<file path="src/design/eqns_pkg.sv">
`default_nettype none

package eqns_pkg;

  localparam int BOARD_SIZE_DEFAULT = 8;
  localparam int NUM_COLUMNS        = 8;
  localparam int FIELD_W            = 3;
  localparam int MOVES_W            = 4;

  typedef enum logic [1:0] {
    ST_IDLE   = 2'b01,
    ST_SEARCH = 2'b10
  } state_t;

endpackage

`default_nettype wire

</file>
<file path="src/design/eight_queens_nearest_solution.sv">
// search: the single place/backtrack step places or lifts one queen per cycle; once the
//   empty first level is left, the result beat is registered
// a new board is taken only while idle; busy stays high until the result beat
// reset: rst clears the sequencer, masks, level, best count and strobe; the receiver cannot stall
`default_nettype none

module eight_queens_nearest_solution
  import eqns_pkg::*;
#(
  parameter int BOARD_SIZE = BOARD_SIZE_DEFAULT
) (
  input  wire logic               clk,
  input  wire logic               rst,
  input  wire logic               start,
  output logic                    busy,
  input  wire logic [FIELD_W-1:0] row_in_column_0,
  input  wire logic [FIELD_W-1:0] row_in_column_1,
  input  wire logic [FIELD_W-1:0] row_in_column_2,
  input  wire logic [FIELD_W-1:0] row_in_column_3,
  input  wire logic [FIELD_W-1:0] row_in_column_4,
  input  wire logic [FIELD_W-1:0] row_in_column_5,
  input  wire logic [FIELD_W-1:0] row_in_column_6,
  input  wire logic [FIELD_W-1:0] row_in_column_7,
  output logic                    done,
  output logic [MOVES_W-1:0]      fewest_moves
);

  localparam int RW = $clog2(BOARD_SIZE);
  localparam int CW = $clog2(BOARD_SIZE + 1);
  localparam int DW = 2 * BOARD_SIZE - 1;

  state_t                    state;
  logic [CW-1:0]             level;
  logic [CW-1:0]             cand;
  logic [BOARD_SIZE-1:0]     rows_used;
  logic [DW-1:0]             diag_used;
  logic [DW-1:0]             anti_used;
  logic [RW-1:0]             stack [BOARD_SIZE];
  logic [FIELD_W-1:0]        target [NUM_COLUMNS];
  logic [MOVES_W-1:0]        best;

  logic [DW-1:0]             diag_view;
  logic [DW-1:0]             anti_view;
  logic [CW-1:0]             anti_shift;
  logic [BOARD_SIZE-1:0]     free_rows;
  logic                      found;
  logic [RW-1:0]             pick_row;
  logic                      at_leaf;
  logic [CW-1:0]             pop_level;
  logic [RW-1:0]             top_row;
  logic [MOVES_W-1:0]        diff;
  logic [MOVES_W-1:0]        best_next;

  assign busy       = (state == ST_SEARCH);
  assign at_leaf    = (level == CW'(BOARD_SIZE));
  assign anti_shift = CW'(BOARD_SIZE - 1) - level;
  assign diag_view  = diag_used >> level;
  assign anti_view  = anti_used >> anti_shift;
  assign pop_level  = level - CW'(1);
  assign top_row    = stack[pop_level[RW-1:0]];

  // free rows at this level at or above the candidate row
  always_comb begin
    for (int i = 0; i < BOARD_SIZE; i++) begin
      free_rows[i] = ~(rows_used[i] | diag_view[i] | anti_view[i]) &&
                     (CW'(i) >= cand);
    end
  end

  always_comb begin
    found    = |free_rows;
    pick_row = '0;
    for (int i = BOARD_SIZE - 1; i >= 0; i--) begin
      if (free_rows[i]) begin
        pick_row = RW'(i);
      end
    end
  end

  always_comb begin
    diff = '0;
    for (int c = 0; c < BOARD_SIZE; c++) begin
      if (MOVES_W'(stack[c]) != MOVES_W'(target[c])) begin
        diff = diff + MOVES_W'(1);
      end
    end
  end

  always_comb begin
    best_next = best;
    if (at_leaf && (diff < best)) begin
      best_next = diff;
    end
  end

  always_ff @(posedge clk) begin
    if (rst) begin
      state     <= ST_IDLE;
      done      <= 1'b0;
      level     <= '0;
      cand      <= '0;
      rows_used <= '0;
      diag_used <= '0;
      anti_used <= '0;
      best      <= MOVES_W'(8);
    end else begin
      done <= 1'b0;
      unique case (state)
        ST_IDLE: begin
          if (start) begin
            target[0] <= row_in_column_0;
            target[1] <= row_in_column_1;
            target[2] <= row_in_column_2;
            target[3] <= row_in_column_3;
            target[4] <= row_in_column_4;
            target[5] <= row_in_column_5;
            target[6] <= row_in_column_6;
            target[7] <= row_in_column_7;
            rows_used <= '0;
            diag_used <= '0;
            anti_used <= '0;
            level     <= '0;
            cand      <= '0;
            best      <= MOVES_W'(BOARD_SIZE);
            state     <= ST_SEARCH;
          end
        end
        ST_SEARCH: begin
          if (at_leaf || !found) begin
            best <= best_next;
            if (level == '0) begin
              fewest_moves <= best_next;
              done         <= 1'b1;
              state        <= ST_IDLE;
            end else begin
              // lift the queen of the level below and try its next row
              level     <= pop_level;
              cand      <= CW'(top_row) + CW'(1);
              rows_used <= rows_used & ~(BOARD_SIZE'(1) << top_row);
              diag_used <= diag_used & ~(DW'(1) << (DW'(top_row) + DW'(pop_level)));
              anti_used <= anti_used & ~(DW'(1) << (DW'(top_row) + DW'(BOARD_SIZE - 1)
                                                    - DW'(pop_level)));
            end
          end else begin
            stack[level[RW-1:0]] <= pick_row;
            level     <= level + CW'(1);
            cand      <= '0;
            rows_used <= rows_used | (BOARD_SIZE'(1) << pick_row);
            diag_used <= diag_used | (DW'(1) << (DW'(pick_row) + DW'(level)));
            anti_used <= anti_used | (DW'(1) << (DW'(pick_row) + DW'(BOARD_SIZE - 1)
                                                 - DW'(level)));
          end
        end
        default: begin
          state <= ST_IDLE;
        end
      endcase
    end
  end

endmodule

`default_nettype wire
</file>
<file path="config.mk">
export PLATFORM = sky130hd
export DESIGN_NAME = eight_queens_nearest_solution
export DESIGN_NICKNAME = d
export VERILOG_FILES = /design/src/design/eqns_pkg.sv /design/src/design/eight_queens_nearest_solution.sv
export SDC_FILE = /design/constraint.sdc
export NUM_CORES = 1
export LEC_CHECK = 0
export ABC_CLOCK_PERIOD_IN_PS = 7750
export BUFFER_PORTS_ARGS = -buffer_cell sky130_fd_sc_hd__clkbuf_2
export CAP_MARGIN = 30
export CORE_UTILIZATION = 55
export CTS_CLUSTER_SIZE = 28
export DETAILED_ROUTE_END_ITERATION = 7
export PLACE_DENSITY = 0.81
export SYNTH_ARGS = -nofsm -noshare
export SYNTH_HDL_FRONTEND = slang
export SYNTH_SLANG_ARGS = --single-unit
</file>
<file path="constraint.sdc">
create_clock -name clk -period 7.75 [get_ports clk]
set_input_delay 0.775 -clock clk [delete_from_list [all_inputs] [get_ports clk]]
set_output_delay 0.775 -clock clk [all_outputs]
set_load 0.01 [all_outputs]
</file>
* After elaboration in Yosys (flattened, before gate mapping)
Memory sizes are Yosys's and may differ from the RTL's.
Index checks and enable logic that the tools add are counted.
** Cells by class
- Add/subtract/negate cells :: 17
- Order comparisons :: 9
- Eq/ne operators :: 15
- Shift-type cells :: 8
- Multiplexer cells :: 51
- Bitwise operators :: 36
- Reductions and logical operators :: 19
** Operators by type and width (count)
- 2-to-1 mux 15 bit :: 5
- 2-to-1 mux 4 bit :: 15
- one-hot mux 15 bit (2 select lines) :: 2
- adder 4 x 1 -> 4 bit, second input constant :: 8
- bitwise AND 15 bit :: 2
- NOT 15 bit :: 2
- OR 15 bit :: 2
- left shift 1 x 15 -> 15 bit, first input constant :: 2
- left shift 1 x 5 -> 15 bit, first input constant :: 2
- >> shifter 15 x 4 -> 8 bit :: 2
- 2-to-1 mux 3 bit :: 8
- 2-to-1 mux 8 bit :: 3
- inequality test 3 bit :: 8
- one-hot mux 4 bit (2 select lines) :: 3
- greater-or-equal comparator 3 x 4 -> 1 bit, first input constant :: 4
- OR 1 bit :: 16
- one-hot mux 8 bit (2 select lines) :: 1
- left shift 1 x 3 -> 8 bit, first input constant :: 2
- NOT 1 bit :: 11
- adder 3 x 4 -> 5 bit :: 2
- 2-to-1 mux 1 bit :: 10
- subtractor 4 x 4 -> 5 bit :: 2
- logical AND 1 bit :: 9
- AND reduction 3 bit :: 3
- other kinds (25) :: 31
** Word-level totals
- Flip-flop bits (word level) :: 57
- RAM bits :: 48
- Output and inout bits :: 6
- Logic and storage cells :: 166
- Memories :: 2
** Memory list
- stack :: words 8, width 3, rd ports 9, clocked after Yosys merged registers in 0, wr ports 1, RTL line eight_queens_nearest_solution.sv:38 : logic [RW-1:0] stack [BOARD_SIZE];
- target :: words 8, width 3, rd ports 8, clocked after Yosys merged registers in 0, wr ports 8, RTL line eight_queens_nearest_solution.sv:39 : logic [FIELD_W-1:0] target [NUM_COLUMNS];

* Logic depth before layout (Yosys ltp)
Gate-level depths: netlist of the first run.
An unclocked memory read counts as a cell.
- Depth in word-level cells :: 22
- Depth in mapped cells :: 31
- Mapped depth without buffers :: 31

* Worst setup path before layout of the first run
OpenSTA, ideal clock, no wires.
- Path type :: reg2reg
- Start point :: mem stack[0][2] (netlist name)
- End point :: reg fewest_moves[0] (data pin)
- Library setup time :: 260 ps
- Arrival time :: 5479 ps
- Slack :: 2011 ps
- Cell stages (with the launch flop) :: 28
- Buffers on the path :: 0
- Path through :: edfxtp_1 > xnor2_1 > and3_1 > ha_1 > xor2_1 > ha_1 > a21o_1 > ha_1 > inv_1 > o21ai_0 > ha_1 > a31oi_1 > a31oi_1 > o21ai_0 > inv_1 > ha_1 > nand2_1 > o21ai_0 > ha_1 > nor2b_1 > xnor2_1 > xnor2_1 > ha_1 > a21o_1 > a211oi_1 > o21ai_0 > a21oi_1 > mux2_2
** RTL lines
- start: declaration :: RTL line eight_queens_nearest_solution.sv:38
- end signal: assignment :: RTL line eight_queens_nearest_solution.sv:132 : fewest_moves <= best_next;
- end: declaration :: RTL line eight_queens_nearest_solution.sv:25 : output logic [MOVES_W-1:0] fewest_moves

==> results of run 1 <==
[power by group through the flow]
stage	registers (mW)	logic [mW]	clock network, mW
after floorplan	0.629	0.363	0
after global placement	0.637	0.466	0
after detailed placement	0.638	0.479	0
after CTS	0.625	0.483	0.487
after global routing	0.627	0.539	0.508
final	0.626	0.495	0.483
[routing by layer]
layer	up-vias	GRT usage, %
li1	3206	-
met1	3327	38.7
met2	401	46.7
met3	86	7.02
met4	0	17.4
met5	-	0
[cell usage after synthesis (4+ instances only)]
library cell | count | area, µm²
sky130_fd_sc_hd__a2111oi_2 | 5 | 75.1
sky130_fd_sc_hd__a211oi_1 | 14 | 105
sky130_fd_sc_hd__a21o_1 | 5 | 37.5
sky130_fd_sc_hd__a21oi_1 | 37 | 185
sky130_fd_sc_hd__a31oi_1 | 38 | 238
sky130_fd_sc_hd__a32oi_1 | 5 | 43.8
sky130_fd_sc_hd__and2_1 | 7 | 43.8
sky130_fd_sc_hd__and3_1 | 15 | 93.8
sky130_fd_sc_hd__buf_1 | 4 | 15.0
sky130_fd_sc_hd__buf_2 | 7 | 35.0
sky130_fd_sc_hd__buf_4 | 4 | 30.0
sky130_fd_sc_hd__buf_6 | 7 | 78.8
sky130_fd_sc_hd__clkbuf_1 | 29 | 109
sky130_fd_sc_hd__dfxtp_1 | 53 | 1060
sky130_fd_sc_hd__edfxtp_1 | 52 | 1560
sky130_fd_sc_hd__ha_1 | 32 | 400
sky130_fd_sc_hd__inv_1 | 44 | 165
sky130_fd_sc_hd__mux2i_1 | 20 | 200
sky130_fd_sc_hd__mux4_2 | 25 | 563
sky130_fd_sc_hd__nand2_1 | 64 | 240
sky130_fd_sc_hd__nand2b_1 | 11 | 68.8
sky130_fd_sc_hd__nand3_1 | 21 | 105
sky130_fd_sc_hd__nand3b_1 | 4 | 30.0
sky130_fd_sc_hd__nor2_1 | 62 | 233
sky130_fd_sc_hd__nor2b_1 | 11 | 68.8
sky130_fd_sc_hd__nor3_1 | 16 | 80.1
sky130_fd_sc_hd__nor3b_1 | 8 | 60.1
sky130_fd_sc_hd__nor4_1 | 9 | 56.3
sky130_fd_sc_hd__nor4b_1 | 6 | 52.6
sky130_fd_sc_hd__o211a_1 | 5 | 50.1
sky130_fd_sc_hd__o211ai_1 | 18 | 135
sky130_fd_sc_hd__o21ai_0 | 58 | 290
sky130_fd_sc_hd__o21ai_1 | 4 | 20.0
sky130_fd_sc_hd__o221ai_1 | 4 | 35.0
sky130_fd_sc_hd__o22ai_1 | 4 | 25.0
sky130_fd_sc_hd__or2_2 | 4 | 25.0
sky130_fd_sc_hd__or3_1 | 8 | 50.1
sky130_fd_sc_hd__or4_1 | 4 | 30.0
sky130_fd_sc_hd__xnor2_1 | 33 | 289
sky130_fd_sc_hd__xor2_1 | 16 | 140
[layout make-up]
type | count | area, µm²
multi-input cells | 644 | 4810
flip-flops and latches | 105 | 2630
clock buffers | 9 | 225
well taps | 180 | 225
repair buffers | 42 | 255
fillers | 1140 | 5530
clock inverters | 7 | 85.1
inverters | 48 | 180
[logic make-up after synthesis]
logic type | synth area share [%]
multiplexers | 10.6
flip-flops | 33.3
buffers and inverters | 5.68
AO/OA/AOI/OAI | 21.9
AND/OR/NAND/NOR | 17.0
adder cells (fa/ha/maj) | 5.59
XOR/XNOR | 6.01
[how the worst min path moves through the flow]
stage	end	slack [ps]	cells past startpoint
after CTS	best[1]	480	1
after global placement	best[2]	460	1
final	best[1]	480	1
after detailed placement	best[1]	460	1
after global routing	rows_used[6]	510	2
after floorplan	best[1]	440	1
[sequential cells by signal, summed over array words and instances, names as in the netlist]
name          cells
anti_used        15
best              4
cand              4
diag_used        15
done              1
fewest_moves      4
level             4
rows_used         8
stack            24
state             2
target           24
[per-stage QoR]
step	hold slack, ps	area, µm²	setup WS (ps)
CTS	482	8410	1260
global route	515	8410	780
finish	481	8410	1210
detailed placement	460	8100	1300
floorplan	442	7880	2010
global placement	465	8060	1570
[placed cells by master (no fill, tap or decap), types with 6 or more instances in the layout]
cell and n:
sky130_fd_sc_hd__nor2_1 62, sky130_fd_sc_hd__nor4_1 9, sky130_fd_sc_hd__nor3_1 16, sky130_fd_sc_hd__a211oi_1 14, sky130_fd_sc_hd__or3_1 8, sky130_fd_sc_hd__dfxtp_1 51
sky130_fd_sc_hd__a31oi_1 38, sky130_fd_sc_hd__edfxtp_1 52, sky130_fd_sc_hd__inv_1 44, sky130_fd_sc_hd__o21ai_0 58, sky130_fd_sc_hd__clkbuf_2 32, sky130_fd_sc_hd__mux2i_1 20
sky130_fd_sc_hd__nand2_1 64, sky130_fd_sc_hd__nor3b_1 8, sky130_fd_sc_hd__and2_1 7, sky130_fd_sc_hd__nand2b_1 11, sky130_fd_sc_hd__xnor2_1 33, sky130_fd_sc_hd__ha_1 32
sky130_fd_sc_hd__buf_4 9, sky130_fd_sc_hd__xor2_1 16, sky130_fd_sc_hd__clkbuf_16 9, sky130_fd_sc_hd__nand3_1 21, sky130_fd_sc_hd__o211ai_1 18, sky130_fd_sc_hd__and3_1 15
sky130_fd_sc_hd__mux4_2 25, sky130_fd_sc_hd__nor2b_1 11, sky130_fd_sc_hd__a21oi_1 37, sky130_fd_sc_hd__nor4b_1 6
==> results.md, run 1 <==
- The run finished with clean final reports.
- The share of the clock period used by the worst path is 84.4%.
- The worst-case clock buffer depth is 2.
- The final core utilization is 60.3%.
- The clock skew after layout is 9.60 ps.
- Wires add up to 21600 µm.
- The height of the die is 122 µm.
- In this run the static leakage power is 2.94 nW.
- The final cell count without fillers is just over 1000.
- The first detailed-routing pass ran for 6 iterations.
- STA puts the critical path data arrival time at roughly 6700 ps.
- The wire length of the first global-routing pass is 34100 µm.
- The congestion estimate from routability-driven global placement came to 0.967.
- Sequential cells account for roughly two fifths of the total power.
- In the final routing, the length of wire on met1 measures 8630 µm.
- Including well taps, the total number of placed cells is 1019.
- The maximum clock rate is 0.153 GHz.
- The core area is approximately 0.014 mm².
- The setup total negative slack is 0 ps.
- In this run the core area contains 43 standard-cell rows.
- The share of flip-flops with an asynchronous set or reset is 0%.
- The capture instance of the worst register-to-register path is fewest_moves[0].
- Each instance of the synthesized netlist takes up on average 9.30 µm².
- The maximum fanout along the worst path is 10.
- Net switching is between 30% and 40% of the power.
- For this design the ratio of total power to cell area is 191 mW/mm².
- Among cell families on the critical path, the largest total delay comes from adder cells.
- The detail route stage leaves a number of antenna-violating nets equal to 0.
- The effective utilization at floorplan is 56.6%.
- The distinct cell type count after synthesis is 89.
- From synthesis to final layout, the design area changed by 6.67%.
- Yosys mapped a number of flops with a built-in enable equal to 52.
- The die covers about 0.015 mm².
- STA classifies the critical path startpoint as a flip-flop.
- The reg-to-reg setup timing slack is between 1000 and 1500 ps.
- For this run, the leading register cell type out of synthesis is sky130_fd_sc_hd__dfxtp_1.
- The tree is rooted in a sky130_fd_sc_hd__clkbuf_16.
- The relative max-transition margin is a little under a third.
- Buffers inserted during clock tree synthesis total 9.
- The worst register-to-register path begins at stack[0][0].
- The type of the tightest min-delay check is flip-flop to flip-flop.
- The worst setup path endpoint is fewest_moves[0].
- Setup repair after global routing left no endpoint under its margin.
- After detailed routing, the number of vias per cell comes to 6.78.
- The completed layout was analyzed and its total power is 1.60 mW.
- The routed wire length per instance is 20.8 µm.
- The Yosys warning count is 0.
- The clock slew seen by the registers of the worst setup and hold paths is 80 ps.
- The total of endpoints with negative setup slack in the final report is 0.
- For this design the total switching power over the nets is 0.552 mW.
- In this run the cell area of the synthesized design comes to 0.00788 mm².
- The delay of the slowest cell on the worst path is 520 ps.
- The transition at the pin with the smallest max-transition slack is 1030 ps.
- The required time of the worst setup path is 7870 ps.
- Post-CTS timing repair inserted 0 buffers for setup.
- The CTS H-tree depth is 3.
- TritonCTS built the clock tree.
- The number of storage elements in the synthesis netlist is 105.
- The endpoint class of the critical path is a flip-flop.
- In the detailed route, the total length drawn on met3 is 2140 µm.
- The repair_antennas step left the layout with diodes totalling 0.
- Post-CTS repair changed the size of 0 cells.
- 33 I/O pins were placed.
- The final-report hold violation count came to 0.
- The chip width is 122 µm.
- The highest layer touched by signal routing is met4.
- Global routing used a little under a third of the available tracks.
- The combinational share of power is 30.9%.
- The share of layout cells above drive strength 1 is 13.1%.
- The largest individual stage delay along the critical path comes from the cell sky130_fd_sc_hd__a21oi_1.
- The count of buffering cells on the critical path with inverters included is 2.
- The depth of the most critical reg-to-reg path is 26.
- When the netlist entered floorplanning its net count stood at 909.
- Summed over all layers, the global routing overflow is 0.
- Clock latency on the worst-skew pair, taken at its later pin, is 360 ps.
- The internal portion of the total power is 1.05 mW.
- The detailed router finished its first iteration with around 890 violations.
- In this run the worst setup path begins at stack[0][0].
- The logic depth of the worst path, buffers included is 26.
- VDD sags by at most 0.000159 V.
- The via count of the first global-routing pass is 6618.
- The count of input and output buffers is 32.
- The instance count of the mapped netlist is 848.
- The number of antenna violations at the first check in global routing is 0.
- The kind of critical path is flip-flop to flip-flop.
- The fraction of the yosys area taken by sequential cells is 33.3%.
- The tree built by TritonCTS fans out to 105 sinks.
- The count of nets after finishing is around 900.
- For the finished layout, the period the worst path requires is 6540 ps.
- In this design, the critical path's most frequently occurring cell is sky130_fd_sc_hd__ha_1.
- Detailed placement ended at an HPWL of 15800 µm.
- In this run the most critical hold path is launched from best[1].
- The clock network accounts for 30.1% of the total power.
- The final max-slew violation count was 0.
- The cts-stage hold buffer count is 0.
- The number of remaining DRC errors is 0.
- The max capacitance violation total is 0.
- Detailed routing inserted a total of about 7000 vias.
- The detailed-routed wire length on met2 is a little under 10000 µm.
- Entering global routing, the biggest net connects 42 pins.
No activity file was read; power rests on OpenSTA's default activity.
==> run 2, diff against run 1 <==
--- a/config.mk
+++ b/config.mk
@@ -5,7 +5,7 @@
 export SDC_FILE = /design/constraint.sdc
 export NUM_CORES = 1
 export LEC_CHECK = 0
-export ABC_CLOCK_PERIOD_IN_PS = 7750
+export ABC_CLOCK_PERIOD_IN_PS = 6100
 export BUFFER_PORTS_ARGS = -buffer_cell sky130_fd_sc_hd__clkbuf_2
 export CAP_MARGIN = 30
 export CORE_UTILIZATION = 55
==> constraint.sdc (replaced) <==
create_clock -name clk -period 6.1 [get_ports clk]
set_input_delay 0.61 -clock clk [delete_from_list [all_inputs] [get_ports clk]]
set_output_delay 0.61 -clock clk [all_outputs]
set_load 0.01 [all_outputs]
==> results.md, run 2 (synthesis gave the netlist of run 1 again) <==
- The flow ran to the end, and the final reports show no timing, DRC or antenna violations.
- The combinational share of power is 31.9%.
- The most numerous cell type found on the critical path is sky130_fd_sc_hd__ha_1.
- The type of the tightest min-delay check is input pin to flip-flop.
- The standby leakage power is 3.03 nW.
- The total of endpoints with negative setup slack in the final report is 0.
- The depth of the most critical reg-to-reg path is 32.
- The via density per instance is 6.84.
- Clock latency on the worst-skew pair, taken at its later pin, is between 300 and 400 ps.
- The clock period minus worst slack is 6010 ps.
- The DRC violation total after the first TritonRoute iteration is roughly 920.
- The number of antenna violations at the first check in global routing came to 0.
- The floorplan step defined a core boundary enclosing 0.0139 mm².
- The clock arrives with 7.24 ps of skew.
- The internal cell power is 1.35 mW.
- In this run, the clock network consumes 29.6% of the power.
- The worst setup path endpoint is fewest_moves[1].
- The final-report hold violation count was 0.
- The required time of the worst setup path is just over 6000 ps.
- The total wirelength of the detailed-routed design is 22100 µm.
- The share of layout cells above drive strength 1 is 16.3%.
- The repair_antennas step left the layout with diodes totalling 0.
- The first global-routing pass estimated around 34000 µm of wire.
- The capture instance of the worst register-to-register path is fewest_moves[1].
- The clock net sink count is approximately 110.
- The effective utilization at floorplan is 56.6%.
- The worst setup path is captured at a flip-flop.
- The height of the die is 122 µm.
- Data on the critical path arrives at its endpoint at 6130 ps.
- Clock tree synthesis inserted a total of 9 buffers.
- The via count of the first global-routing pass is 6533.
- The maximum clock rate is approximately 0.17 GHz.
- In this design, the stage delay of the slowest critical-path cell is approximately 410 ps.
- Power spread over the standard cell area amounts to 240 mW/mm².
- Entering global routing, the biggest net connects 42 pins.
- The final layout contains 928 nets.
- The start point of the critical path is stack[0][2].
- 33 I/O pins were placed.
- The setup slack at placement is between 150 and 200 ps.
- The clock tree root buffer cell is sky130_fd_sc_hd__clkbuf_16.
- In this run the register-to-register setup slack is between 90 and 100 ps.
- After layout, the design draws a total of 2.07 mW.
- Detailed placement finished with a half-perimeter wire length of 15800 µm.
- The worst-case IR drop observed on VDD is 0.000255 V.
- The final core utilization is 61.8%.
- The global-route congestion overflow total is 0.
- The clock slew seen by the registers of the worst setup and hold paths is about 80 ps.
- The transition at the pin with the smallest max-transition slack is 1050 ps.
- The instance area after placement is roughly 0.008 mm².
- The final standard cell area without fillers is 0.00861 mm².
- Once detail routing completed, the nets flagged for antenna violations numbered 0.
- The final max-slew violation count is 0.
- In this run the critical register-to-register path is launched from stack[0][2].
- The maximum fanout along the worst path is 5.
- The routability congestion estimate is 0.986.
- The number of remaining DRC errors is 0.
- The CTS H-tree depth is 3.
- In the post-route analysis, the smallest setup slack over all paths is 90.7 ps.
- The top cell types in the final layout, fill and taps aside, are sky130_fd_sc_hd__nand2_1 (64), sky130_fd_sc_hd__nor2_1 (62), sky130_fd_sc_hd__o21ai_0 (54).
- The count of input and output buffers is 32.
- The chip width is around 120 µm.
- The relative area change from synthesis to final layout is 9.27%.
- Global routing used 30.4% of the available tracks.
- Across all layers, the routed design uses between 7000 and 8000 vias.
- Sequential cells account for 38.5% of the total power.
- The routed wire length per instance is 21.0 µm.
- The slowest cell on the critical path is sky130_fd_sc_hd__edfxtp_1.
- No sink is reached through more buffers than the 2 on the longest clock path.
- The net switching share of the total power is 34.7%.
- For this design, the CTS-stage hold fixing added 0 buffers.
- Across the run, the number of max-cap violations was 0.
- The startpoint class of the critical path is a flip-flop.
- The CTS tree is built.
- The pre-antenna-repair detailed-routing pass consisted of 6 iterations.
- The switching power is 0.717 mW.
- In the finished design, the share of the clock period the worst path needs comes to 98.5%.
- The floorplan step defined a die boundary enclosing 0.0148 mm².
- Measured against its own limit, the worst slew margin works out to roughly 29%.
- The number of core rows is 43.
- The most common cell after layout, fill and taps aside is sky130_fd_sc_hd__nand2_1.
- The critical path in this run is classified as flip-flop to flip-flop.
-- run 2: changes by cell type in the layout (fill, tap and decap cells not counted), sizes merged --
cell,before,now
buf,10,26
clkdlybuf4s15,0,1
clkinv,5,4
clkinvlp,0,1
-- run 2: area by class of cell --
type	instances	area, µm²
clock buffers	9	225
clock inverters	7	83.8
fillers	1127	5320
inverters	48	180
multi-input cells	644	4900
flip-flops and latches	105	2630
well taps	180	225
repair buffers	59	374
-- run 2: what timing repair did --
| action | 4_1_cts | 5_1_grt |
|---|---|---|
| endpoints found under the setup margin | 0 | 8 |
| resized for setup | 0 | 17 |
| setup buffers | 0 | 5 |
-- run 2: worst max-delay path: cells and delay by family (launching register included) --
kind,cells,cell delay [ps]
fa+ha+maj,7,1910
compound gates,10,1410
simple gates,7,860
xor+xnor,3,640
buf+inv,5,560
flops,1,410
-- run 2: worst min-delay path by stage --
stage / from / end / slack, ps / cells past startpoint
after floorplan: best[1] / best[1] / 440 / 1
after global placement: best[2] / best[2] / 460 / 1
after detailed placement: best[1] / best[1] / 460 / 1
after CTS: row_in_column_6[2] / target[1][8] / 410 / 1
after global routing: row_in_column_6[2] / target[1][8] / 400 / 1
final: row_in_column_6[2] / target[1][8] / 410 / 1
-- run 2: layer usage --
metal / vias up / GRT usage, % / wire (µm)
met3: 93 / 7.07 / 2430
li1: 3243 / - / -
met4: 0 / 14.4 / 890
met1: 3398 / 39.6 / 8740
met5: - / 0 / 0
met2: 457 / 47.7 / 10000
-- run 2: power groups by stage --
stage / clock network [mW] / logic (mW) / registers (mW)
after floorplan: 0 / 0.461 / 0.800
after global placement: 0 / 0.595 / 0.810
after detailed placement: 0 / 0.607 / 0.810
after CTS: 0.617 / 0.612 / 0.794
after global routing: 0.646 / 0.708 / 0.798
final: 0.613 / 0.658 / 0.796
-- run 2: per-stage QoR --
| step | TNS, ps | hold WS (ps) | std cells |
|---|---|---|---|
| floorplan | 0 | 442 | 848 |
| CTS | 0 | 410 | 1046 |
| finish | 0 | 412 | 1052 |
| detailed placement | 0 | 463 | 1030 |
| global route | -1190 | 404 | 1052 |
| global placement | 0 | 463 | 1029 |
==> run 3, diff against run 2 <==
--- a/config.mk
+++ b/config.mk
@@ -8,10 +8,12 @@
 export ABC_CLOCK_PERIOD_IN_PS = 6100
 export BUFFER_PORTS_ARGS = -buffer_cell sky130_fd_sc_hd__clkbuf_2
 export CAP_MARGIN = 30
-export CORE_UTILIZATION = 55
+export CELL_PAD_IN_SITES_DETAIL_PLACEMENT = 0
+export CELL_PAD_IN_SITES_GLOBAL_PLACEMENT = 1
+export CORE_UTILIZATION = 49
 export CTS_CLUSTER_SIZE = 28
 export DETAILED_ROUTE_END_ITERATION = 7
-export PLACE_DENSITY = 0.81
+export PLACE_DENSITY = 0.9
 export SYNTH_ARGS = -nofsm -noshare
 export SYNTH_HDL_FRONTEND = slang
 export SYNTH_SLANG_ARGS = --single-unit
==> results.md, run 3 (synthesis gave the netlist of run 1 again) <==
- The internal cell power is around 1.3 mW.
- The area of the die is 0.0166 mm².
- The detailed router placed 6946 vias in this run.
- After clock tree synthesis, the clock-pin slew on the worst setup and hold paths is 80 ps.
- Of the total power, the share spent switching nets is approximately a third.
- The met3 track demand over resource is 4.74%.
- The chip width is 129 µm.
- The analysis attributes to net switching a power of 0.704 mW.
- The congestion estimate from routability-driven global placement came to 0.969.
- The cell family contributing the most delay on the critical path is adder cells.
- For this run, global-route usage on met1 was measured as around 37%.
- In this run, the combinational gates consume 31.8% of the power.
- The source-to-sink clock delay at the later pin of the worst-skew pair is ~360 ps.
- Once the floorplan was initialized, standard cells occupied 50.0% of the core.
- met2 is the most crowded layer.
- The DRC violation total after the first TritonRoute iteration is between 600 and 700.
- The worst path uses 93.7% of the clock period.
- The data arrival at the endpoint of the critical path is roughly 5800 ps.
- Once routing completed, OpenROAD measured the worst setup slack at roughly 380 ps.
- The tree built by TritonCTS fans out to approximately 110 sinks.
- STA classifies the critical path endpoint as a flip-flop.
- The final cell count without fillers is between 1000 and 1500.
- During placement, the flow inserted port buffers numbering 32.
- The clock group share of total power is around 29%.
- The placed wire-length estimate after detailed placement is 16500 µm.
- The worst setup path is launched from a flip-flop.
- The routed wire length per instance is 20.3 µm.
- The reg-to-reg startpoint is target[0][1].
- In the layout the commonest cells are sky130_fd_sc_hd__nand2_1 (64), sky130_fd_sc_hd__nor2_1 (62), sky130_fd_sc_hd__o21ai_0 (54).
- Entering global routing, the biggest net connects 42 pins.
- The clock period minus worst slack is 5720 ps.
- The relative area change from synthesis to final layout is 9.52%.
- The number of remaining DRC errors is 0.
- The combined area of the multi-input logic cells is 0.00490 mm².
- Dividing total power by cell area gives a power density of 233 mW/mm².
- The final-report hold violation count is 0.
- The capture instance of the worst register-to-register path is fewest_moves[3].
- The via count of the first global-routing pass came to 6646.
- The slowest stage of the critical path belongs to the cell sky130_fd_sc_hd__edfxtp_1.
- The transition at the pin with the smallest max-transition slack is 1070 ps.
- The H-tree was split into 3 levels.
- Before CTS, the worst setup slack after placement is 90.7 ps.
- The number of antenna violations at the first check in global routing is 0.
- The library cell used most frequently in the layout, excluding fill and tap cells, is sky130_fd_sc_hd__nand2_1.
- The cts-stage hold buffer count is 0.
- The largest single stage delay on the critical path is 430 ps.
- The detailed-router iteration count before antenna repair is 5.
- Static timing analysis puts the maximum clock frequency at about 0.17 GHz.
- Registers take 0.00263 mm².
- In this run, flip-flops and latches consume 39.5% of the power.
- For hold timing, the worst endpoint is target[1][9].
- The final max-slew violation count was 0.
- Dividing the detail-routed via count by the number of cells gives about 6.4.
- The height of the die is 129 µm.
- The worst register-to-register path has a depth of 30.
- The setup path with the least slack is of type flip-flop to flip-flop.
- Summed over all cells, the static leakage comes to ~3 nW.
- The total of endpoints with negative setup slack in the final report is 0.
- Counting along the longest clock path gives a buffer depth of 2.
- The maximum fanout along the worst path is 8.
- The relative max-transition margin is 28.3%.
- The count of antenna diodes in the layout is 0.
- Counting the fill cells in the layout gives 1440.
- The setup total negative slack is 0 ps.
- The wire length of the first global-routing pass is 35700 µm.
- The overall fraction of global-route tracks in use is between 20 and 30%.
- Data on the critical path is required at its endpoint by 6220 ps.
- For flop-to-flop paths, the worst setup slack is between 300 and 400 ps.
- The CTS tree is built.
- The share of layout cells above drive strength 1 is 16.2%.
- The global-route track usage on met2 is approximately 45%.
- The count of placed standard cells including taps is 1066.
- Between clock sinks in the finished design, the worst skew comes to 10.1 ps.
- The number of core rows is 46.
- The flow ran to the end, and the final reports show no timing, DRC or antenna violations.
- The total wirelength of the detailed-routed design is 22100 µm.
- CTS placed an instance of sky130_fd_sc_hd__clkbuf_16 at the clock tree root.
- Together, buffers and inverters on the worst path number 4.
- The number of buffers created by CTS is 9.
- The total overflow left after global routing is 0.
- The total I/O pin count is 33.
- The most frequent cell on the critical path is sky130_fd_sc_hd__ha_1.
- The type of the tightest min-delay check is input pin to flip-flop.
- The count of antenna-violating nets left after detailed routing is 0.
- The maximum ir drop on the vdd rail is 0.000150 V.
- The core area is 0.0158 mm².
- Counting instances, the worst hold path has a depth of 1.
- At the end of the flow, the number of nets in the layout was 927.
- The startpoint identified for the worst hold timing path is row_in_column_7[0].
- Across the run, the number of max-cap violations was 0.
## run 3: power by group through the flow
stage / Clock (mW) / Combinational (mW) / Sequential [mW]
global route: 0.610 / 0.710 / 0.799
floorplan: 0 / 0.461 / 0.800
finish: 0.578 / 0.640 / 0.796
detailed placement: 0 / 0.614 / 0.811
CTS: 0.586 / 0.618 / 0.795
global placement: 0 / 0.602 / 0.810
## run 3: timing repair
item | in CTS | in global routing
buffers inserted | 0 | 5
endpoints found under the setup margin | 0 | 8
resized for setup | 0 | 19
## run 3: stage by stage
stage	power, mW	area [µm²]	hold slack, ps	utilization (%)
2_1_floorplan	1.26	7880	442	-
3_3_place_gp	1.41	8200	463	52.0
3_5_place_dp	1.42	8210	458	52.1
4_1_cts	2.00	8510	412	53.9
5_1_grt	2.12	8630	407	54.8
6_report	2.01	8630	418	54.8
## run 3: metal layers
metal	vias up	part of all wire, %
li1	3244	-
met1	3350	43
met2	290	46
met3	62	6.9
met4	0	4.4
met5	-	0
## run 3: worst max path at each step
stage | end | slack, ps | cells past startpoint | startpoint
final | fewest_moves[3] | 380 | 30 | target[0][1]
after CTS | fewest_moves[3] | 40 | 28 | stack[0][2]
after global placement | fewest_moves[0] | 340 | 28 | stack[0][2]
after floorplan | fewest_moves[0] | 360 | 27 | stack[0][2]
after detailed placement | fewest_moves[0] | 90 | 31 | stack[1][0]
after global routing | best[2] | -30 | 29 | stack[0][2]
## run 3: area by class of cell
| cell class | instances | area share (%) |
|---|---|---|
| inverter | 48 | 2.09 |
| clock buffer | 9 | 2.61 |
| timing repair buffer | 58 | 4.20 |
| sequential | 105 | 30.4 |
| clock inverter | 7 | 0.768 |
| multi-input combinational | 644 | 56.8 |
| tap | 216 | 3.13 |
